### src/rtl/core/kernel_cache_fifo_lookup_core_defines.svh
// Assertion macros for the kernel cache lookup core.
`ifndef KERNEL_CACHE_FIFO_LOOKUP_CORE_DEFINES_SVH
`define KERNEL_CACHE_FIFO_LOOKUP_CORE_DEFINES_SVH

`ifndef NO_ASSERTIONS

// Same-cycle implication, disabled in reset.
`define KCL_ASSERT_NOW(label, ante, cons) \
    label: assert property (@(posedge clk) disable iff (!rst_n) (ante) |-> (cons)) \
        else $error("kcl same-cycle check failed");

// Next-cycle implication, disabled in reset.
`define KCL_ASSERT_NEXT(label, ante, cons) \
    label: assert property (@(posedge clk) disable iff (!rst_n) (ante) |=> (cons)) \
        else $error("kcl next-cycle check failed");

`else

`define KCL_ASSERT_NOW(label, ante, cons)

`define KCL_ASSERT_NEXT(label, ante, cons)

`endif

`endif

### src/rtl/core/kcl_pkg.sv
// Types, constants and helper functions for the kernel cache lookup core.
`timescale 1ns / 1ps
`default_nettype none
package kcl_pkg;

    localparam int CAPACITY        = 16;
    localparam int BYTES_PER_ENTRY = 4096;
    localparam int IDX_W           = (CAPACITY > 1) ? $clog2(CAPACITY) : 1;
    localparam int CNT_W           = 5;
    localparam int LIM_W           = 5;
    localparam int BYTES_W         = 17;
    localparam int Q_DEPTH         = 2;
    localparam int Q_AW            = 1;

    localparam logic [63:0] HASH_BASIS     = 64'hCBF2_9CE4_8422_2325;
    // FNV-64 prime is 2^40 + 435
    localparam int          HASH_PRIME_SH  = 40;
    localparam logic [63:0] HASH_PRIME_LO  = 64'd435;
    localparam logic [31:0] MAX32          = 32'hFFFF_FFFF;
    localparam logic [BYTES_W-1:0] MAX_BYTES = {BYTES_W{1'b1}};

    typedef enum logic
    {
        OP_LOOKUP = 1'b0,
        OP_INSERT = 1'b1
    } kcl_op_t;

    typedef enum logic
    {
        BK_IDLE  = 1'b0,
        BK_APPLY = 1'b1
    } kcl_bk_state_t;

    typedef struct packed
    {
        kcl_op_t     op;
        logic [63:0] tag;
        logic [31:0] kref;
    } kcl_cmd_t;

    typedef struct packed
    {
        logic               hit;
        logic [31:0]        found_ref;
        logic               evicted;
        logic [CNT_W-1:0]   entry_count;
        logic [31:0]        hit_total;
        logic [31:0]        miss_total;
        logic [31:0]        inserted_total;
        logic [BYTES_W-1:0] code_bytes;
    } kcl_result_t;

    function automatic logic [63:0] kcl_fold(input logic [63:0] h, input logic [31:0] pid);
        logic [63:0] x;
        x = h ^ {32'd0, pid};
        return (x << HASH_PRIME_SH) + (x * HASH_PRIME_LO);
    endfunction

    function automatic logic [31:0] kcl_sat_inc(input logic [31:0] v);
        return (v == MAX32) ? v : v + 32'd1;
    endfunction

    function automatic logic [BYTES_W-1:0] kcl_bytes_for(input logic [CNT_W-1:0] c);
        logic [31:0] b;
        b = 32'(c) * 32'(BYTES_PER_ENTRY);
        return (b > 32'(MAX_BYTES)) ? MAX_BYTES : b[BYTES_W-1:0];
    endfunction

endpackage
`default_nettype wire

### src/rtl/core/kcl_in_if.sv
// Request channel: one pattern id word per transfer.
`timescale 1ns / 1ps
`default_nettype none
interface kcl_in_if;
    logic        valid;
    logic        ready;
    logic        op;
    logic [31:0] pattern_id;
    logic        last;
    logic [31:0] kernel_ref;

    modport source (output valid, op, pattern_id, last, kernel_ref, input ready);
    modport sink   (input valid, op, pattern_id, last, kernel_ref, output ready);
endinterface
`default_nettype wire

### src/rtl/core/kcl_out_if.sv
// Response channel: one result word per completed shape.
`timescale 1ns / 1ps
`default_nettype none
interface kcl_out_if;
    logic        valid;
    logic        ready;
    logic        hit;
    logic [31:0] found_ref;
    logic        evicted;
    logic [4:0]  entry_count;
    logic [31:0] hit_total;
    logic [31:0] miss_total;
    logic [31:0] inserted_total;
    logic [16:0] code_bytes;

    modport source (output valid, hit, found_ref, evicted, entry_count, hit_total,
                    miss_total, inserted_total, code_bytes, input ready);
    modport sink   (input valid, hit, found_ref, evicted, entry_count, hit_total,
                    miss_total, inserted_total, code_bytes, output ready);
endinterface
`default_nettype wire

### src/rtl/core/kcl_front.sv
// Front end: folds pattern ids into the shape hash and queues finished commands.
`timescale 1ns / 1ps
`default_nettype none
module kcl_front
    import kcl_pkg::*;
(
    input  wire logic     clk,
    input  wire logic     rst_n,
    kcl_in_if.sink        req,
    output kcl_cmd_t      push_data,
    output logic          push_valid,
    input  wire logic     push_ready
);

    logic [63:0] hash_reg;
    logic [63:0] hash_next;
    logic [63:0] folded;
    logic        accept;

    assign folded     = kcl_fold(hash_reg, req.pattern_id);
    // stall every word while the queue is full, keeps ready independent of last
    assign req.ready  = push_ready;
    assign accept     = req.valid && push_ready;
    assign push_valid = req.valid && req.last;

    always_comb
    begin
        push_data.op   = kcl_op_t'(req.op);
        push_data.tag  = folded;
        push_data.kref = req.kernel_ref;
        hash_next      = hash_reg;
        if (accept)
        begin
            hash_next = req.last ? HASH_BASIS : folded;
        end
    end

    always_ff @(posedge clk or negedge rst_n)
    begin
        if (!rst_n)
        begin
            hash_reg <= HASH_BASIS;
        end
        else
        begin
            hash_reg <= hash_next;
        end
    end

endmodule
`default_nettype wire

### src/rtl/core/kcl_cmd_fifo.sv
// Short command queue between the hash front end and the cache back end.
`timescale 1ns / 1ps
`default_nettype none
module kcl_cmd_fifo
    import kcl_pkg::*;
(
    input  wire logic      clk,
    input  wire logic      rst_n,
    input  wire kcl_cmd_t  push_data,
    input  wire logic      push_valid,
    output logic           push_ready,
    output kcl_cmd_t       pop_data,
    output logic           pop_valid,
    input  wire logic      pop_ready,
    output logic [Q_AW:0]  level
);

    kcl_cmd_t          mem_reg [Q_DEPTH];
    logic [Q_AW-1:0]   wr_ptr_reg;
    logic [Q_AW-1:0]   wr_ptr_next;
    logic [Q_AW-1:0]   rd_ptr_reg;
    logic [Q_AW-1:0]   rd_ptr_next;
    logic [Q_AW:0]     level_reg;
    logic [Q_AW:0]     level_next;
    logic              do_push;
    logic              do_pop;

    assign push_ready = (level_reg != (Q_AW+1)'(Q_DEPTH));
    assign pop_valid  = (level_reg != '0);
    assign pop_data   = mem_reg[rd_ptr_reg];
    assign level      = level_reg;
    assign do_push    = push_valid && push_ready;
    assign do_pop     = pop_valid && pop_ready;

    always_comb
    begin
        wr_ptr_next = do_push ? wr_ptr_reg + 1'b1 : wr_ptr_reg;
        rd_ptr_next = do_pop ? rd_ptr_reg + 1'b1 : rd_ptr_reg;
        level_next  = level_reg;
        if (do_push && !do_pop)
        begin
            level_next = level_reg + 1'b1;
        end
        else if (!do_push && do_pop)
        begin
            level_next = level_reg - 1'b1;
        end
    end

    always_ff @(posedge clk)
    begin
        if (do_push)
        begin
            mem_reg[wr_ptr_reg] <= push_data;
        end
    end

    always_ff @(posedge clk or negedge rst_n)
    begin
        if (!rst_n)
        begin
            wr_ptr_reg <= '0;
            rd_ptr_reg <= '0;
            level_reg  <= '0;
        end
        else
        begin
            wr_ptr_reg <= wr_ptr_next;
            rd_ptr_reg <= rd_ptr_next;
            level_reg  <= level_next;
        end
    end

endmodule
`default_nettype wire

### src/rtl/core/kcl_back.sv
// Back end: tag compare, FIFO-ordered entry table, counters and result register.
`timescale 1ns / 1ps
`default_nettype none
module kcl_back
    import kcl_pkg::*;
(
    input  wire logic             clk,
    input  wire logic             rst_n,
    input  wire logic [LIM_W-1:0] cache_limit,
    input  wire kcl_cmd_t         pop_data,
    input  wire logic             pop_valid,
    output logic                  pop_ready,
    kcl_out_if.source             rsp
);

    logic [63:0]       tag_reg   [CAPACITY];
    logic [63:0]       tag_next  [CAPACITY];
    logic [31:0]       ref_reg   [CAPACITY];
    logic [31:0]       ref_next  [CAPACITY];
    logic [31:0]       hits_reg  [CAPACITY];
    logic [31:0]       hits_next [CAPACITY];

    kcl_bk_state_t     state_reg;
    kcl_bk_state_t     state_next;
    kcl_cmd_t          cmd_reg;
    kcl_cmd_t          cmd_next;
    logic [CAPACITY-1:0] match_reg;
    logic [CAPACITY-1:0] match_next;
    logic [CNT_W-1:0]  count_reg;
    logic [CNT_W-1:0]  count_next;
    logic [31:0]       hit_tot_reg;
    logic [31:0]       hit_tot_next;
    logic [31:0]       miss_tot_reg;
    logic [31:0]       miss_tot_next;
    logic [31:0]       ins_tot_reg;
    logic [31:0]       ins_tot_next;
    logic              out_valid_reg;
    logic              out_valid_next;
    kcl_result_t       out_reg;
    kcl_result_t       out_next;

    logic              fire;
    logic              any_hit;
    logic [IDX_W-1:0]  first_idx;
    logic [CNT_W-1:0]  eff_lim;
    logic              full;
    logic [CNT_W-1:0]  cnt_mid;
    logic              room;

    assign rsp.valid          = out_valid_reg;
    assign rsp.hit            = out_reg.hit;
    assign rsp.found_ref      = out_reg.found_ref;
    assign rsp.evicted        = out_reg.evicted;
    assign rsp.entry_count    = out_reg.entry_count;
    assign rsp.hit_total      = out_reg.hit_total;
    assign rsp.miss_total     = out_reg.miss_total;
    assign rsp.inserted_total = out_reg.inserted_total;
    assign rsp.code_bytes     = out_reg.code_bytes;

    assign pop_ready = (state_reg == BK_IDLE);

    // oldest matching entry wins
    always_comb
    begin
        first_idx = '0;
        for (int i = CAPACITY - 1; i >= 0; i--)
        begin
            if (match_reg[i])
            begin
                first_idx = IDX_W'(i);
            end
        end
    end
    assign any_hit = |match_reg;

    always_comb
    begin
        if (cache_limit == '0)
        begin
            eff_lim = CNT_W'(1);
        end
        else if (cache_limit > LIM_W'(CAPACITY))
        begin
            eff_lim = CNT_W'(CAPACITY);
        end
        else
        begin
            eff_lim = CNT_W'(cache_limit);
        end
    end

    assign full    = (count_reg >= eff_lim) && (count_reg != '0);
    assign cnt_mid = full ? count_reg - 1'b1 : count_reg;
    assign room    = (cnt_mid < CNT_W'(CAPACITY));

    always_comb
    begin
        state_next     = state_reg;
        cmd_next       = cmd_reg;
        match_next     = match_reg;
        count_next     = count_reg;
        hit_tot_next   = hit_tot_reg;
        miss_tot_next  = miss_tot_reg;
        ins_tot_next   = ins_tot_reg;
        out_valid_next = out_valid_reg;
        out_next       = out_reg;
        fire           = 1'b0;
        for (int i = 0; i < CAPACITY; i++)
        begin
            tag_next[i]  = tag_reg[i];
            ref_next[i]  = ref_reg[i];
            hits_next[i] = hits_reg[i];
        end

        if (out_valid_reg && rsp.ready)
        begin
            out_valid_next = 1'b0;
        end

        case (state_reg)
            BK_IDLE:
            begin
                if (pop_valid)
                begin
                    cmd_next = pop_data;
                    for (int i = 0; i < CAPACITY; i++)
                    begin
                        match_next[i] = (CNT_W'(i) < count_reg)
                                        && (tag_reg[i] == pop_data.tag);
                    end
                    state_next = BK_APPLY;
                end
            end
            BK_APPLY:
            begin
                if (!out_valid_reg || rsp.ready)
                begin
                    fire       = 1'b1;
                    state_next = BK_IDLE;
                end
            end
            default:
            begin
                state_next = BK_IDLE;
            end
        endcase

        if (fire)
        begin
            out_next.hit       = 1'b0;
            out_next.found_ref = '0;
            out_next.evicted   = 1'b0;
            if (cmd_reg.op == OP_LOOKUP)
            begin
                if (any_hit)
                begin
                    out_next.hit          = 1'b1;
                    out_next.found_ref    = ref_reg[first_idx];
                    hits_next[first_idx]  = kcl_sat_inc(hits_reg[first_idx]);
                    hit_tot_next          = kcl_sat_inc(hit_tot_reg);
                end
                else
                begin
                    miss_tot_next = kcl_sat_inc(miss_tot_reg);
                end
            end
            else
            begin
                out_next.evicted = full;
                // shift out the oldest, then append at the first free slot
                for (int i = 0; i < CAPACITY; i++)
                begin
                    if (full && (i < CAPACITY - 1))
                    begin
                        tag_next[i]  = tag_reg[i + 1];
                        ref_next[i]  = ref_reg[i + 1];
                        hits_next[i] = hits_reg[i + 1];
                    end
                    if (room && (CNT_W'(i) == cnt_mid))
                    begin
                        tag_next[i]  = cmd_reg.tag;
                        ref_next[i]  = cmd_reg.kref;
                        hits_next[i] = '0;
                    end
                end
                count_next   = room ? cnt_mid + 1'b1 : cnt_mid;
                ins_tot_next = kcl_sat_inc(ins_tot_reg);
            end
            out_next.entry_count    = count_next;
            out_next.hit_total      = hit_tot_next;
            out_next.miss_total     = miss_tot_next;
            out_next.inserted_total = ins_tot_next;
            out_next.code_bytes     = kcl_bytes_for(count_next);
            out_valid_next          = 1'b1;
        end
    end

    always_ff @(posedge clk)
    begin
        cmd_reg   <= cmd_next;
        match_reg <= match_next;
        out_reg   <= out_next;
        for (int i = 0; i < CAPACITY; i++)
        begin
            tag_reg[i]  <= tag_next[i];
            ref_reg[i]  <= ref_next[i];
            hits_reg[i] <= hits_next[i];
        end
    end

    always_ff @(posedge clk or negedge rst_n)
    begin
        if (!rst_n)
        begin
            state_reg     <= BK_IDLE;
            count_reg     <= '0;
            hit_tot_reg   <= '0;
            miss_tot_reg  <= '0;
            ins_tot_reg   <= '0;
            out_valid_reg <= 1'b0;
        end
        else
        begin
            state_reg     <= state_next;
            count_reg     <= count_next;
            hit_tot_reg   <= hit_tot_next;
            miss_tot_reg  <= miss_tot_next;
            ins_tot_reg   <= ins_tot_next;
            out_valid_reg <= out_valid_next;
        end
    end

endmodule
`default_nettype wire

### src/rtl/core/kernel_cache_fifo_lookup_core.sv
// Top level of the kernel cache lookup core.
//
// Usage: a shape enters on req as a run of pattern id words, last set on
// the final one; op and kernel_ref are taken from that final word. Each
// id is folded into a 64-bit FNV-1a hash, one id per cycle while the queue
// has room. The finished command goes into a two-deep queue; the back end
// takes it, compares the tag against all held entries at once into a match
// register, then applies the lookup or the insert (oldest-first eviction),
// loading one result word on rsp, and only then takes the next command.
// cfg_we writes cache_limit (reset 16); write it only while idle.
// Reset sets the hash to its basis and clears the entry count and all
// totals; rsp.valid stays low. If rsp is stalled the result is held, the
// back end stops after its compare step, the queue fills and then
// req.ready drops.
`timescale 1ns / 1ps
`default_nettype none
`include "kernel_cache_fifo_lookup_core_defines.svh"
module kernel_cache_fifo_lookup_core
    import kcl_pkg::*;
(
    input  wire logic             clk,
    input  wire logic             rst_n,
    input  wire logic             cfg_we,
    input  wire logic [LIM_W-1:0] cfg_wdata,
    kcl_in_if.sink                req,
    kcl_out_if.source             rsp
);

    logic [LIM_W-1:0] limit_reg;
    kcl_cmd_t         push_data;
    logic             push_valid;
    logic             push_ready;
    kcl_cmd_t         pop_data;
    logic             pop_valid;
    logic             pop_ready;
    logic [Q_AW:0]    q_level;

    always_ff @(posedge clk or negedge rst_n)
    begin
        if (!rst_n)
        begin
            limit_reg <= LIM_W'(CAPACITY);
        end
        else if (cfg_we)
        begin
            limit_reg <= cfg_wdata;
        end
    end

    kcl_front u_front
    (
        .clk        (clk),
        .rst_n      (rst_n),
        .req        (req),
        .push_data  (push_data),
        .push_valid (push_valid),
        .push_ready (push_ready)
    );

    kcl_cmd_fifo u_fifo
    (
        .clk        (clk),
        .rst_n      (rst_n),
        .push_data  (push_data),
        .push_valid (push_valid),
        .push_ready (push_ready),
        .pop_data   (pop_data),
        .pop_valid  (pop_valid),
        .pop_ready  (pop_ready),
        .level      (q_level)
    );

    kcl_back u_back
    (
        .clk         (clk),
        .rst_n       (rst_n),
        .cache_limit (limit_reg),
        .pop_data    (pop_data),
        .pop_valid   (pop_valid),
        .pop_ready   (pop_ready),
        .rsp         (rsp)
    );

    `KCL_ASSERT_NOW(a_evict_shape, rsp.valid && rsp.evicted, (rsp.entry_count != 0) && !rsp.hit)
    `KCL_ASSERT_NOW(a_bytes_match, rsp.valid, rsp.code_bytes == kcl_bytes_for(rsp.entry_count))
    `KCL_ASSERT_NOW(a_count_bound, rsp.valid, rsp.entry_count <= CNT_W'(CAPACITY))
    `KCL_ASSERT_NEXT(a_full_stalls, q_level == (Q_AW+1)'(Q_DEPTH) && !pop_ready, q_level != 0)

endmodule
`default_nettype wire
### src/flat_wrapper.sv
// flat-port wrapper written by rule: the top's interface ports become plain ports
module kernel_cache_fifo_lookup_core_flat import kcl_pkg::*;
  (clk, rst_n, cfg_we, cfg_wdata, req_valid, req_op, req_pattern_id, req_last, req_kernel_ref, req_ready, rsp_valid, rsp_hit, rsp_found_ref, rsp_evicted, rsp_entry_count, rsp_hit_total, rsp_miss_total, rsp_inserted_total, rsp_code_bytes, rsp_ready);
  kcl_in_if req_i ();
  kcl_out_if rsp_i ();
  input  wire logic clk;
  input  wire logic rst_n;
  input  wire logic cfg_we;
  input  wire logic [LIM_W-1:0] cfg_wdata;
  input wire logic [$bits(req_i.valid)-1:0] req_valid;
  input wire logic [$bits(req_i.op)-1:0] req_op;
  input wire logic [$bits(req_i.pattern_id)-1:0] req_pattern_id;
  input wire logic [$bits(req_i.last)-1:0] req_last;
  input wire logic [$bits(req_i.kernel_ref)-1:0] req_kernel_ref;
  output wire logic [$bits(req_i.ready)-1:0] req_ready;
  output wire logic [$bits(rsp_i.valid)-1:0] rsp_valid;
  output wire logic [$bits(rsp_i.hit)-1:0] rsp_hit;
  output wire logic [$bits(rsp_i.found_ref)-1:0] rsp_found_ref;
  output wire logic [$bits(rsp_i.evicted)-1:0] rsp_evicted;
  output wire logic [$bits(rsp_i.entry_count)-1:0] rsp_entry_count;
  output wire logic [$bits(rsp_i.hit_total)-1:0] rsp_hit_total;
  output wire logic [$bits(rsp_i.miss_total)-1:0] rsp_miss_total;
  output wire logic [$bits(rsp_i.inserted_total)-1:0] rsp_inserted_total;
  output wire logic [$bits(rsp_i.code_bytes)-1:0] rsp_code_bytes;
  input wire logic [$bits(rsp_i.ready)-1:0] rsp_ready;
  assign req_i.valid = req_valid;
  assign req_i.op = req_op;
  assign req_i.pattern_id = req_pattern_id;
  assign req_i.last = req_last;
  assign req_i.kernel_ref = req_kernel_ref;
  assign req_ready = req_i.ready;
  assign rsp_valid = rsp_i.valid;
  assign rsp_hit = rsp_i.hit;
  assign rsp_found_ref = rsp_i.found_ref;
  assign rsp_evicted = rsp_i.evicted;
  assign rsp_entry_count = rsp_i.entry_count;
  assign rsp_hit_total = rsp_i.hit_total;
  assign rsp_miss_total = rsp_i.miss_total;
  assign rsp_inserted_total = rsp_i.inserted_total;
  assign rsp_code_bytes = rsp_i.code_bytes;
  assign rsp_i.ready = rsp_ready;
  kernel_cache_fifo_lookup_core u_core (.clk(clk), .rst_n(rst_n), .cfg_we(cfg_we), .cfg_wdata(cfg_wdata), .req(req_i), .rsp(rsp_i));
endmodule
### config.mk
export PLATFORM = sky130hd
export DESIGN_NAME = kernel_cache_fifo_lookup_core_flat
export DESIGN_NICKNAME = d
export VERILOG_FILES = /design/src/rtl/core/kcl_pkg.sv /design/src/rtl/core/kcl_in_if.sv /design/src/rtl/core/kcl_out_if.sv /design/src/rtl/core/kcl_front.sv /design/src/rtl/core/kcl_cmd_fifo.sv /design/src/rtl/core/kcl_back.sv /design/src/rtl/core/kernel_cache_fifo_lookup_core.sv /design/src/flat_wrapper.sv
export VERILOG_INCLUDE_DIRS = /design/src /design/src/rtl/core
export SDC_FILE = /design/constraint.sdc
export NUM_CORES = 2
export LEC_CHECK = 0
export ABC_CLOCK_PERIOD_IN_PS = 13100
export BUFFER_PORTS_ARGS = -buffer_cell sky130_fd_sc_hd__buf_4
export CORE_UTILIZATION = 45
export DETAILED_ROUTE_END_ITERATION = 12
export PLACE_DENSITY_LB_ADDON = 0.05
export SETUP_SLACK_MARGIN = 0.1
export SLEW_MARGIN = 5
export SYNTH_ARGS = -nofsm -noshare
export SYNTH_HDL_FRONTEND = slang
export SYNTH_SLANG_ARGS = --single-unit
### constraint.sdc
create_clock -name clk -period 13.1 [get_ports clk]
set_clock_uncertainty 0.05 [all_clocks]
set_input_delay 1.965 -clock clk [delete_from_list [all_inputs] [get_ports clk]]
set_output_delay 1.965 -clock clk [all_outputs]
set_load 0.02 [all_outputs]
Yosys cells after proc, flatten, opt, wreduce, memory -nomap -nowiden
Memories as Yosys holds them, arrays and structs flattened.
Index checks and enable logic that the tools add are counted.
{"block": "totals", "ram_bits": 1730, "reg_bits": 441, "in_bits": 76, "out_inout_bits": 154, "elab_cells": 263, "memories": 3}
{"name": "u_core.u_back.tag_reg", "depth": 16, "word_bits": 64, "read_ports": 16, "rd_ports_with_merged_regs": 0, "wr": 16, "line_no": "kcl_back.sv:16", "rtl": "logic [63:0] tag_reg [CAPACITY];"}
{"name": "u_core.u_back.ref_reg", "depth": 16, "word_bits": 32, "read_ports": 16, "rd_ports_with_merged_regs": 0, "wr": 16, "line_no": "kcl_back.sv:18", "rtl": "logic [31:0] ref_reg [CAPACITY];"}
{"name": "u_core.u_fifo.mem_reg", "depth": 2, "word_bits": 97, "read_ports": 1, "rd_ports_with_merged_regs": 0, "wr": 1, "line_no": "kcl_cmd_fifo.sv:18", "rtl": "kcl_cmd_t mem_reg [Q_DEPTH];"}
{"block": "op_classes", "n_mux": 110, "bitwise_logic": 3, "eq_ne": 38, "reduce_logical": 54, "magnitude_cmp": 20, "mul": 1, "add_sub_neg": 10}
{"operator": "1024-bit two-way mux", "count": 2}
{"operator": "64-bit two-way mux", "count": 32}
{"operator": "32-bit two-way mux", "count": 39}
{"operator": "64-bit equality test", "count": 16}
{"operator": "512-bit two-way mux", "count": 2}
{"operator": "32-bit by 1-bit adder with 32-bit output, second input constant", "count": 3}
{"operator": "32-bit equality test, second input constant", "count": 3}
{"operator": "64-bit adder", "count": 1}
{"operator": "64-bit by 9-bit multiplier with 64-bit output, second input constant", "count": 1}
{"operator": "4-bit two-way mux", "count": 16}
{"operator": "64-bit by 32-bit XOR with 64-bit output", "count": 1}
{"operator": "4-bit by 5-bit equality test with 1-bit output, first input constant", "count": 8}
{"operator": "1-bit logical AND", "count": 40}
{"operator": "4-bit by 5-bit less-than comparator with 1-bit output, first input constant", "count": 8}
{"operator": "33-bit two-way mux", "count": 1}
{"operator": "5-bit two-way mux", "count": 6}
{"operator": "3-bit by 5-bit equality test with 1-bit output, first input constant", "count": 4}
{"operator": "3-bit by 5-bit less-than comparator with 1-bit output, first input constant", "count": 4}
{"operator": "17-bit > comparator, second input constant", "count": 1}
{"operator": "16-bit OR reduction", "count": 1}
{"operator": "12-bit two-way mux", "count": 1}
{"operator": "2-bit by 5-bit equality test with 1-bit output, first input constant", "count": 2}
{"operator": "5-bit logical NOT", "count": 2}
{"operator": "1-bit by 5-bit less-than comparator with 1-bit output, first input constant", "count": 2}
{"operator": "24 further kinds", "count": 40}

Depth between registers and ports, before layout
An unclocked memory read counts as a cell.
{"block": "logic_depth", "depth_word": 18, "mapped_depth": 22, "ltp_nobuf": 21}

By module
A second synthesis with hierarchy kept.
{"block": "unflattened", "hier_cells": 8944, "hier_area_um2": 116504.2}
{"mod": "kcl_back", "cells_per_inst": 7072, "instances": 1, "seq_area_each_um2": 56148.9, "area_each_um2": 94459.3}
{"mod": "kcl_front", "cells_per_inst": 1542, "instances": 1, "seq_area_each_um2": 1636.6, "area_each_um2": 14595.2}
{"mod": "kcl_cmd_fifo", "cells_per_inst": 320, "instances": 1, "seq_area_each_um2": 5925.7, "area_each_um2": 7267.0}
{"mod": "kernel_cache_fifo_lookup_core", "cells_per_inst": 10, "instances": 1, "seq_area_each_um2": 126.4, "area_each_um2": 182.7}

Worst setup path before layout
No wires, ideal clock.
{"block": "synth_timing", "kind": "input -> register", "from": "in rsp_ready", "to": "mem u_core.u_back.ref_reg[15][0] (enable)", "setup_time_ps": 668, "n_path_buf": 1, "stages": 6, "path_slack_ps": 3193, "t_arrival_ps": 9189, "path_cell_list": "nand2b_1 -> nand2_1 -> clkinv_1 -> nand2_1 -> clkbuf_1 -> nor3_1"}
{"element": "start: declaration", "line_no": "flat_wrapper.sv:25", "rtl": "input wire logic [$bits(rsp_i.ready)-1:0] rsp_ready;"}
{"element": "end: declaration", "line_no": "kcl_back.sv:18"}

==> run metrics <==
status=complete, but fails checks; violated checks=capacitance limit, slew limit; cts bufs inserted=between 200 and 250; CP max stage delay=around 0.72 ns; Port Buffers=217; Syn. warnings=0; register area share after synthesis=roughly 55%; critical path cell sequence=buf_4 > xor2_1 > ha_1 > inv_1 > fa_1 > inv_1 > fa_1 > fa_1 > ha_1 > ha_1 > nand2_1 > o22ai_1 > nor3_1 > o31a_1 > o21ai_1 > a31oi_1 > a31oi_1 > a41oi_1 > xnor2_1 > a22o_1; cell area after synthesis=115700 sq um; Final Hold Vio Count=0; WL final=419200 um; Yosys cell types=85; Synth area leaders=edfxtp_1 51%, mux2_2 10%, xor2_1 5.2%, xnor2_1 4.3%, fa_1 4.2%; die width=a little over 500 um; Post-synth EDFFs=approximately 2000; total track usage=32.02%; slew margin rel.=-0.9856%; CTS tree=done; Fmax=137.9 MHz; num rows=185; DR WL/cell=around 34 um; Crit Path Class=input port to flip-flop; vias in the first global route=72680; clock root buffer=clkbuf_16; share of the synthesized area in the top cell type=between 50% and 60%; CP Capture Type=flip-flop; CP Data Arrival Time=7.95 ns; worst-skew pair later-pin latency=between 0.9 and 1 ns; Post-CTS Setup Repair Bufs=0; initial antenna violation count=29; syn avg cell area=~14 sq um; Worst Path Required=between 10 and 15 ns; post-CTS sizing=0; Hold WS=around 0.42 ns; crit start category=input port; CP bufs+invs=3; die area=between 200000 and 300000 sq um; crit-path max FO=7; final setup TNS=0 ns; Final Util=about 50%; gr ovfl total=0; first-pass GRT wire length=579000 um; CTS H-tree lvls=4; DR iter-0 viols=9650; layout cells sized above 1=22.08%; vias per cell=6.069; max_cap viols=1; Starting Density=a little under half; Cells after Synth=approximately 8500; Worst-Margin Slew=approximately 1.5 ns; Detailed Routing Iterations Pass 1=6; max reg flops=approximately 1000; post-route ant nets=0; detailed placer's ending HPWL=278700 um; fin crit share=between 50 and 60%; RSZ-0062 raised after global routing=false; Top FF cell, synth=edfxtp_1; I/O pin count=230; Worst path slowest cell=xor2_1; fin nets=a little over 9000; largest net degree at the start of global routing=~110; Sink Count=2154; cts hold-fix bufs=0; Vias=between 70000 and 80000; Hold Crit Class=flip-flop to flip-flop; post-synthesis async set-or-reset flop share=about 8%; clk buf depth=3; chip height=509.0 um; area leader, netlist=edfxtp_1; # DRC=0; area grow syn2layout=11.83%; fin. max-slew vios=3; Crit path max-delay family=adder cells; Core ar.=254900 sq um; Final Wtd Congestion=about 0.96; Tmin final=slightly above 7 ns; #FFs+latches synth=between 2000 and 2500; final setup fails=0; CTS clock-pin slew for the worst setup and hold paths=around 0.06 ns
metrics by stage:
step / instance area, sq um / std cells / setup slack (ns)
6_report: 129400 / 12240 / 5.850
5_1_grt: 129400 / 12230 / 5.442
4_1_cts: 129400 / 12230 / 5.913
3_5_place_dp: 121800 / 11780 / 5.006
3_3_place_gp: 121700 / 11780 / 5.114
2_1_floorplan: 115700 / 8503 / 3.193
path summary, 6_finish.rpt:
kind	startpoint	slack (ns)	endpoint	depth (start not counted)
worst min register to register	u_core.u_back.cmd_reg[61]$_DFFE_PP_	0.42	u_core.u_back.tag_reg[1][477]$_DFFE_PP_	0
max in group asynchronous	rst_n	10.61	u_core.u_back.miss_tot_reg[26]$_DFFE_PN0P_	2
worst min-delay path	u_core.u_back.cmd_reg[61]$_DFFE_PP_	0.42	u_core.u_back.tag_reg[1][477]$_DFFE_PP_	0
min in group asynchronous	rst_n	1.02	u_core.u_front.hash_reg[27]$_DFFE_PN0P_	1
worst max-delay path	req_pattern_id[20]	5.85	u_core.u_front.hash_reg[61]$_DFFE_PN0P_	20
worst max register to register	u_core.u_back.count_reg[0]$_DFFE_PN0P_	6.13	u_core.u_back.tag_reg[1][40]$_DFFE_PP_	17
cells in the mapped netlist, types with 163 or more instances:
cell      instances
ha_1            193
mux2_1          354
buf_2           193
xnor2_1         572
xor2_1          690
inv_1           510
edfxtp_1       1978
clkbuf_1        220
mux2i_1         205
mux2_2         1035
nand2_1         592
nor2_1          163
nand4_1         202
fa_1            241
a21oi_1         203
cells by family after synthesis:
family | synth area share (%)
and+or+nand+nor | 5.718
DFF | 55.18
adders and majority gates | 6.258
AOI/OAI and AO/OA | 3.564
other | 0.003241
buffers and inverters | 3.762
xor gates and xnor gates | 9.602
muxes | 15.91
routing by layer:
layer  part of all wire, %  wire length [um]  vias up  global-route usage [%]
li1                      -                 -    31120                       -
met1                    42            175400    38710                   44.73
met2                    46            191200     3717                   49.98
met3                   8.8             36980      730                   5.852
met4                   3.7             15610        8                   11.07
met5                 0.013                53        -                       0
worst reg2reg max path: cells and delay by family, from the launching register on:
family	cells	cell delay, ns
buffers and inverters	5	2.51
AND/OR/NAND/NOR	4	1.38
AO/OA/AOI/OAI	6	1.36
flip-flops	1	0.71
adder cells (fa/ha/maj)	2	0.50
layout make-up:
cell class / instances / area (sq um)
clock inverters: 130 / 1226
well taps: 3366 / 4212
flip-flops and latches: 2154 / 63840
repair buffers: 421 / 3213
diodes: 10 / 25.02
multi-input cells: 5332 / 48580
fillers: 22000 / 125500
clock buffers: 317 / 6351
inverters: 511 / 1931
cell usage in the layout, fill, tap and decap left out, drive strengths merged, types with 13 or more instances in the layout:
master and n:
or4 33, a21o 44, mux2i 257, ha 193, xnor2 573, inv 515
a221oi 15, dfstp 29, nand2 594, a21oi 204, buf 421, o21ai 54
clkbuf 317, and3 24, a22o 31, o21bai 13, xor2 691, fa 241
a31oi 14, nand4 202, nor2 169, nor3 47, o22ai 50, edfxtp 1978
dfrtp 147, nand2b 16, nor4 151, bufinv 16, o221ai 43, mux2 1389
nand3 86, o22a 55, clkinv 106
Power is not shown: default switching activity piles up to over one toggle a cycle in this logic, so the estimate is an artifact.
